**config.mk**
```make
export PLATFORM = sky130hd
export DESIGN_NAME = lxc_keygen
export DESIGN_NICKNAME = d
export VERILOG_FILES = /design/src/rtl/core/lxc_pkg.sv /design/src/rtl/core/lxc_keygen.sv
export SDC_FILE = /design/constraint.sdc
export NUM_CORES = 2
export LEC_CHECK = 0
export ABC_AREA = 1
export BUFFER_PORTS_ARGS = -buffer_cell sky130_fd_sc_hd__buf_2
export CORE_MARGIN = 5
export CORE_UTILIZATION = 70
export CTS_BUF_LIST = sky130_fd_sc_hd__clkbuf_4 sky130_fd_sc_hd__clkbuf_8
export DETAILED_ROUTE_END_ITERATION = 16
export PLACE_DENSITY = 0.95
export SKIP_LAST_GASP = 1
export SYNTH_ARGS = -nofsm -noshare
export SYNTH_HDL_FRONTEND = slang
export SYNTH_SLANG_ARGS = --single-unit
```
**constraint.sdc**
```tcl
create_clock -name clk -period 23.3 [get_ports clk]
set_input_delay 4.66 -clock clk [delete_from_list [all_inputs] [get_ports clk]]
set_output_delay 4.66 -clock clk [all_outputs]
set_load 0.01 [all_outputs]
```
**src/rtl/core/lxc_pkg.sv**
```systemverilog
package lxc_pkg;

  localparam int TABLE_DEPTH = 512;

  localparam int HALF_DEPTH = TABLE_DEPTH / 2;
  localparam int BANK_ROWS  = (TABLE_DEPTH + 1) / 2;
  localparam int ROW_W      = (BANK_ROWS > 1) ? $clog2(BANK_ROWS) : 1;
  localparam int SLOT_W     = $clog2(TABLE_DEPTH);
  localparam int IDX_W      = $clog2(HALF_DEPTH + 1);

  localparam int SEED_W = 31;
  localparam int TMAX_W = 15;
  localparam int PROD_W = SEED_W + TMAX_W;

  localparam logic [SEED_W-1:0] PM_MOD     = 31'h7fff_ffff;
  localparam logic [TMAX_W-1:0] PM_MUL     = 15'd16807;
  localparam logic [SEED_W-1:0] SEED_RESET = 31'd666666;
  localparam logic [TMAX_W-1:0] TMAX_RESET = 15'd256;

  localparam logic [1:0] CMD_BUILD = 2'd0;
  localparam logic [1:0] CMD_ENC   = 2'd1;
  localparam logic [1:0] CMD_DEC   = 2'd2;

  localparam logic [1:0] STS_OK      = 2'd0;
  localparam logic [1:0] STS_UNBUILT = 2'd1;
  localparam logic [1:0] STS_LONG    = 2'd2;

  localparam logic CFG_SEED = 1'b0;
  localparam logic CFG_TMAX = 1'b1;

  typedef struct packed {
    logic              we;
    logic [SLOT_W-1:0] slot;
    logic [7:0]        data;
  } key_wr_t;

  typedef enum logic [2:0] {
    KG_IDLE,
    KG_MUL,
    KG_RED,
    KG_SCL,
    KG_WR
  } kg_state_t;

  typedef enum logic [1:0] {
    CS_IDLE,
    CS_EXEC,
    CS_BUILD
  } core_state_t;

endpackage

```
**src/rtl/core/lxc_keygen.sv**
```systemverilog
module lxc_keygen
  import lxc_pkg::*;
(
  input  logic              clk,
  input  logic              rst,
  input  logic              start,
  input  logic [SEED_W-1:0] seed_value,
  input  logic [TMAX_W-1:0] table_max,
  output key_wr_t           wr,
  output logic              done
);

  kg_state_t         state;
  kg_state_t         state_next;
  logic [SEED_W-1:0] pm_state;
  logic [PROD_W-1:0] prod;
  logic [PROD_W-1:0] scaled;
  logic [SLOT_W-1:0] slot;

  logic [SEED_W:0]   red_sum;
  logic [SEED_W:0]   red_fix;
  logic [SEED_W-1:0] red_out;
  logic [SEED_W:0]   scl_rem;
  logic [7:0]        scl_byte;
  logic              last_slot;

  assign last_slot = (slot == '0);

  // Mersenne reduction of 16807 * s; zero only for s = 2^31-1, which sticks
  always_comb begin
    red_sum = {1'b0, prod[SEED_W-1:0]} + (SEED_W + 1)'(prod[PROD_W-1:SEED_W]);
    red_fix = (red_sum >= {1'b0, PM_MOD}) ? red_sum - {1'b0, PM_MOD} : red_sum;
    red_out = (red_fix == '0) ? PM_MOD : red_fix[SEED_W-1:0];
  end

  // floor(s * table_max / (2^31-1)), low byte only
  always_comb begin
    scl_rem  = {1'b0, scaled[SEED_W-1:0]} + (SEED_W + 1)'(scaled[PROD_W-1:SEED_W]);
    scl_byte = scaled[SEED_W+7:SEED_W] + 8'(scl_rem >= {1'b0, PM_MOD});
  end

  always_comb begin
    state_next = state;
    unique case (state)
      KG_IDLE: if (start) state_next = KG_MUL;
      KG_MUL:  state_next = KG_RED;
      KG_RED:  state_next = KG_SCL;
      KG_SCL:  state_next = KG_WR;
      KG_WR:   state_next = last_slot ? KG_IDLE : KG_RED;
      default: state_next = KG_IDLE;
    endcase
  end

  always_comb begin
    wr.we   = (state == KG_WR);
    wr.slot = slot;
    wr.data = scl_byte;
    done    = (state == KG_WR) && last_slot;
  end

  always_ff @(posedge clk) begin
    if (rst) begin
      state <= KG_IDLE;
    end else begin
      state <= state_next;
    end
  end

  always_ff @(posedge clk) begin
    case (state)
      KG_IDLE: begin
        pm_state <= (seed_value == '0) ? SEED_W'(1) : seed_value;
        slot     <= SLOT_W'(TABLE_DEPTH - 1);
      end
      KG_MUL: prod <= pm_state * PM_MUL;
      KG_RED: pm_state <= red_out;
      KG_SCL: scaled <= pm_state * table_max;
      KG_WR: begin
        prod <= pm_state * PM_MUL;
        slot <= slot - SLOT_W'(1);
      end
      default: ;
    endcase
  end

endmodule

```
==> reports/results.tsv <==
stage	metric	value	unit
synthesis	Synth Flop Type	edfxtp_1	
worst_setup_path	r2r worst-path depth	29	
final_layout	Syn-to-layout area delta	3.86	%
synthesis	ranking of synthesized cells by area	fa_1 33%, ha_1 13%, edfxtp_1 13%	
flow_run	MaxCap Viol Count	0	
clock_tree	Clock Latency Late Sink	0.52	ns
final_layout	proportion of layout cells with a drive suffix above 1	5.96	%
worst_setup_path	Worst R2R Start	pm_state[10]$_DFFE_PP_	
timing	setup TNS	0	ns
clock_tree	# clock sinks	135	
synthesis	Post-Syn Area	31300	um2
floorplan	die width	221	um
clock_tree	CTS tree	yes	
synthesis	FF+latch count, synth	135	
final_layout	fillers	2979	
timing	clock skew	0.0199	ns
timing	Final min period	11.36	ns
synthesis	largest area contributor in the netlist	fa_1	
floorplan	core area	44200	um2
worst_setup_path	crit end category	flop	
global_routing	All-Layer GR Usage	34.2	%
timing	RSZ-0062 raised after global routing	no	
synthesis	share of the synthesized area in the top cell type	32.6	%
synthesis	Post-synth EDFFs	132	
global_routing	vias in the first global route	28200	
final_layout	nets@finish	4818	
timing	relative slew slack	19.2	%
synthesis	syn_area_per_cell	7.97	um2
floorplan	Starting Density	70.8	%
drt	drt first pass iters	6	
clock_tree	deepest clock path buffer count	2	
synthesis	Synth Instances	3928	
clock_tree	clock slew seen by the registers of the worst setup and hold paths	0.09	ns
worst_setup_path	end point of the critical path	scaled[45]$_DFFE_PP_	
timing	Tcrit/Tclk final	48.8	%
clock_tree	Root Buffer	clkbuf_8	
drt	Vias	26300	
drt	final wirelength	82500	um
clock_tree	post-CTS setup buffer count	0	
place	hpwl dp	65700	um
worst_setup_path	CP Max Fanout	31	
floorplan	Site Rows	77	
global_routing	antenna violations before repair	1	
clock_tree	CTS Buf Count	17	
synthesis	number of distinct library cells after synthesis	52	
drt	DR WL/cell	18.2	um
synthesis	sequential share of the synthesized area	12.9	%
synthesis	top cells by count, synth	1021 x inv_1, 896 x nand2_1, 510 x fa_1, 331 x ha_1, 228 x nor2_1	
place	gpl congestion	0.975	
drt	drt drc	0	
final_layout	multi-input logic area	22900	um2
place	Port Buf Inserts	67	
clock_tree	CTS HTree Levels	4	
global_routing	first-pass GRT wire length	137000	um
timing	Fin. Hold Viols	0	
drt	DR iter-0 viols	3024	
place	Setup WS pre-CTS	11.55	ns
worst_setup_path	critical path class	in -> reg	
worst_setup_path	startpoint class of the critical path	primary input	
global_routing	total gr overflow	0	
floorplan	die height	221	um
final_layout	FF+latch area	4020	um2
worst_setup_path	CP max stage delay	0.54	ns
global_routing	largest net degree at the start of global routing	47	
worst_setup_path	CP Launch Point	table_max[0]	
worst_setup_path	R2R Setup Slk	15.83	ns
worst_setup_path	WP data arrival	11.61	ns
drt	vias per cell	5.81	
drt	post-route ant nets	0	
worst_setup_path	Reg-to-Reg End	scaled[45]$_DFFE_PP_	
floorplan	full die area	49000	um2
run_status	status	finished, final reports clean	
worst_setup_path	worst-path cell with the longest stage delay	fa_1	
synthesis	Post-synth ARST share	0	%
timing	worst setup margin	11.94	ns
timing	Slew Viols, Final	0	
timing	worst-margin pin slew	1.21	ns
clock_tree	Post-CTS Hold Buffers	0	
worst_setup_path	Critical Path Most Common Cell	inv_1	
clock_tree	Post-CTS Resized	0	
timing	Final setup viols	0	
synthesis	count leader, synth	inv_1	
floorplan	IO Count	68	
final_layout	post-layout util	73.5	%
synthesis	Post-Syn Nets	4818	
min_path	worst min-delay path category	reg -> reg	
synthesis	synth warn	0	
worst_setup_path	Critical Path RT	23.54	ns
timing	f_max	0.0880	GHz
state kept, by name, summed over array words and instances, names as in the netlist:
register,cells
pm_state,31
scaled,46
state,3
slot,9
prod,46
worst max-delay path: cells and delay by family:
family | cells | cell delay (ns)
xor+xnor | 1 | 0.11
fa+ha+maj | 7 | 3.41
buf+inv | 8 | 0.70
simple gates | 6 | 0.77
compound gates | 7 | 1.94
routing by layer:
metal | part of all wire [%] | vias to the layer above | GRT usage (%)
li1 | - | 11800 | -
met1 | 36 | 12500 | 43.6
met2 | 47 | 1679 | 56.3
met3 | 12 | 371 | 7.58
met4 | 5.1 | 0 | 16.1
met5 | 0 | - | 0
how the worst min path moves through the flow:
stage | from | endpoint | slack (ns) | depth (start not counted)
after floorplan | state[2]$_SDFFE_PP0P_ | state[2]$_SDFFE_PP0P_ | 0.47 | 1
after global placement | state[1]$_SDFFE_PP0P_ | state[0]$_SDFFE_PP0P_ | 0.52 | 2
after detailed placement | state[1]$_SDFFE_PP0P_ | state[0]$_SDFFE_PP0P_ | 0.53 | 2
after CTS | state[0]$_SDFFE_PP0P_ | state[2]$_SDFFE_PP0P_ | 0.55 | 2
after global routing | state[2]$_SDFFE_PP0P_ | state[2]$_SDFFE_PP0P_ | 0.59 | 1
final | state[0]$_SDFFE_PP0P_ | state[2]$_SDFFE_PP0P_ | 0.55 | 2
cell usage in the layout (no fill, tap or decap), drive strengths merged, types with 23 or more instances in the layout:
master and count:
a21oi 175, buf 99, o21ai 86, fa 510
nor3 24, xnor2 48, a31oi 26, inv 1037
xor2 65, nand2 924, nand4 23, edfxtp 132
nor2 244, nand3 117, ha 331
area by class of cell:
| class | instances | area share (%) |
|---|---|---|
| Clock inverter | 14 | 0.419 |
| Tap cell | 592 | 2.28 |
| Inverter | 1033 | 11.9 |
| Clock buffer | 18 | 0.743 |
| Multi-Input combinational cell | 2642 | 70.5 |
| Antenna cell | 1 | 0.00770 |
| Sequential cell | 135 | 12.4 |
| Timing Repair Buffer | 99 | 1.77 |
kinds of logic after synthesis:
family                   share of synthesized area, %
AND/OR/NAND/NOR                                  18.0
adder cells (fa/ha/maj)                          45.8
flip-flops                                       12.9
AO/OA/AOI/OAI                                    6.06
XOR/XNOR                                         3.22
buffers and inverters                            14.0
per-stage QoR:
step,instances,area (um2),hold slack [ns]
floorplan,3928,31300,0.469
global placement,4501,32100,0.516
detailed placement,4501,32100,0.531
CTS,4533,32500,0.549
global route,4534,32500,0.586
finish,4534,32500,0.552
Power is not shown: default switching activity piles up to over one toggle a cycle in this logic, so the estimate is an artifact.
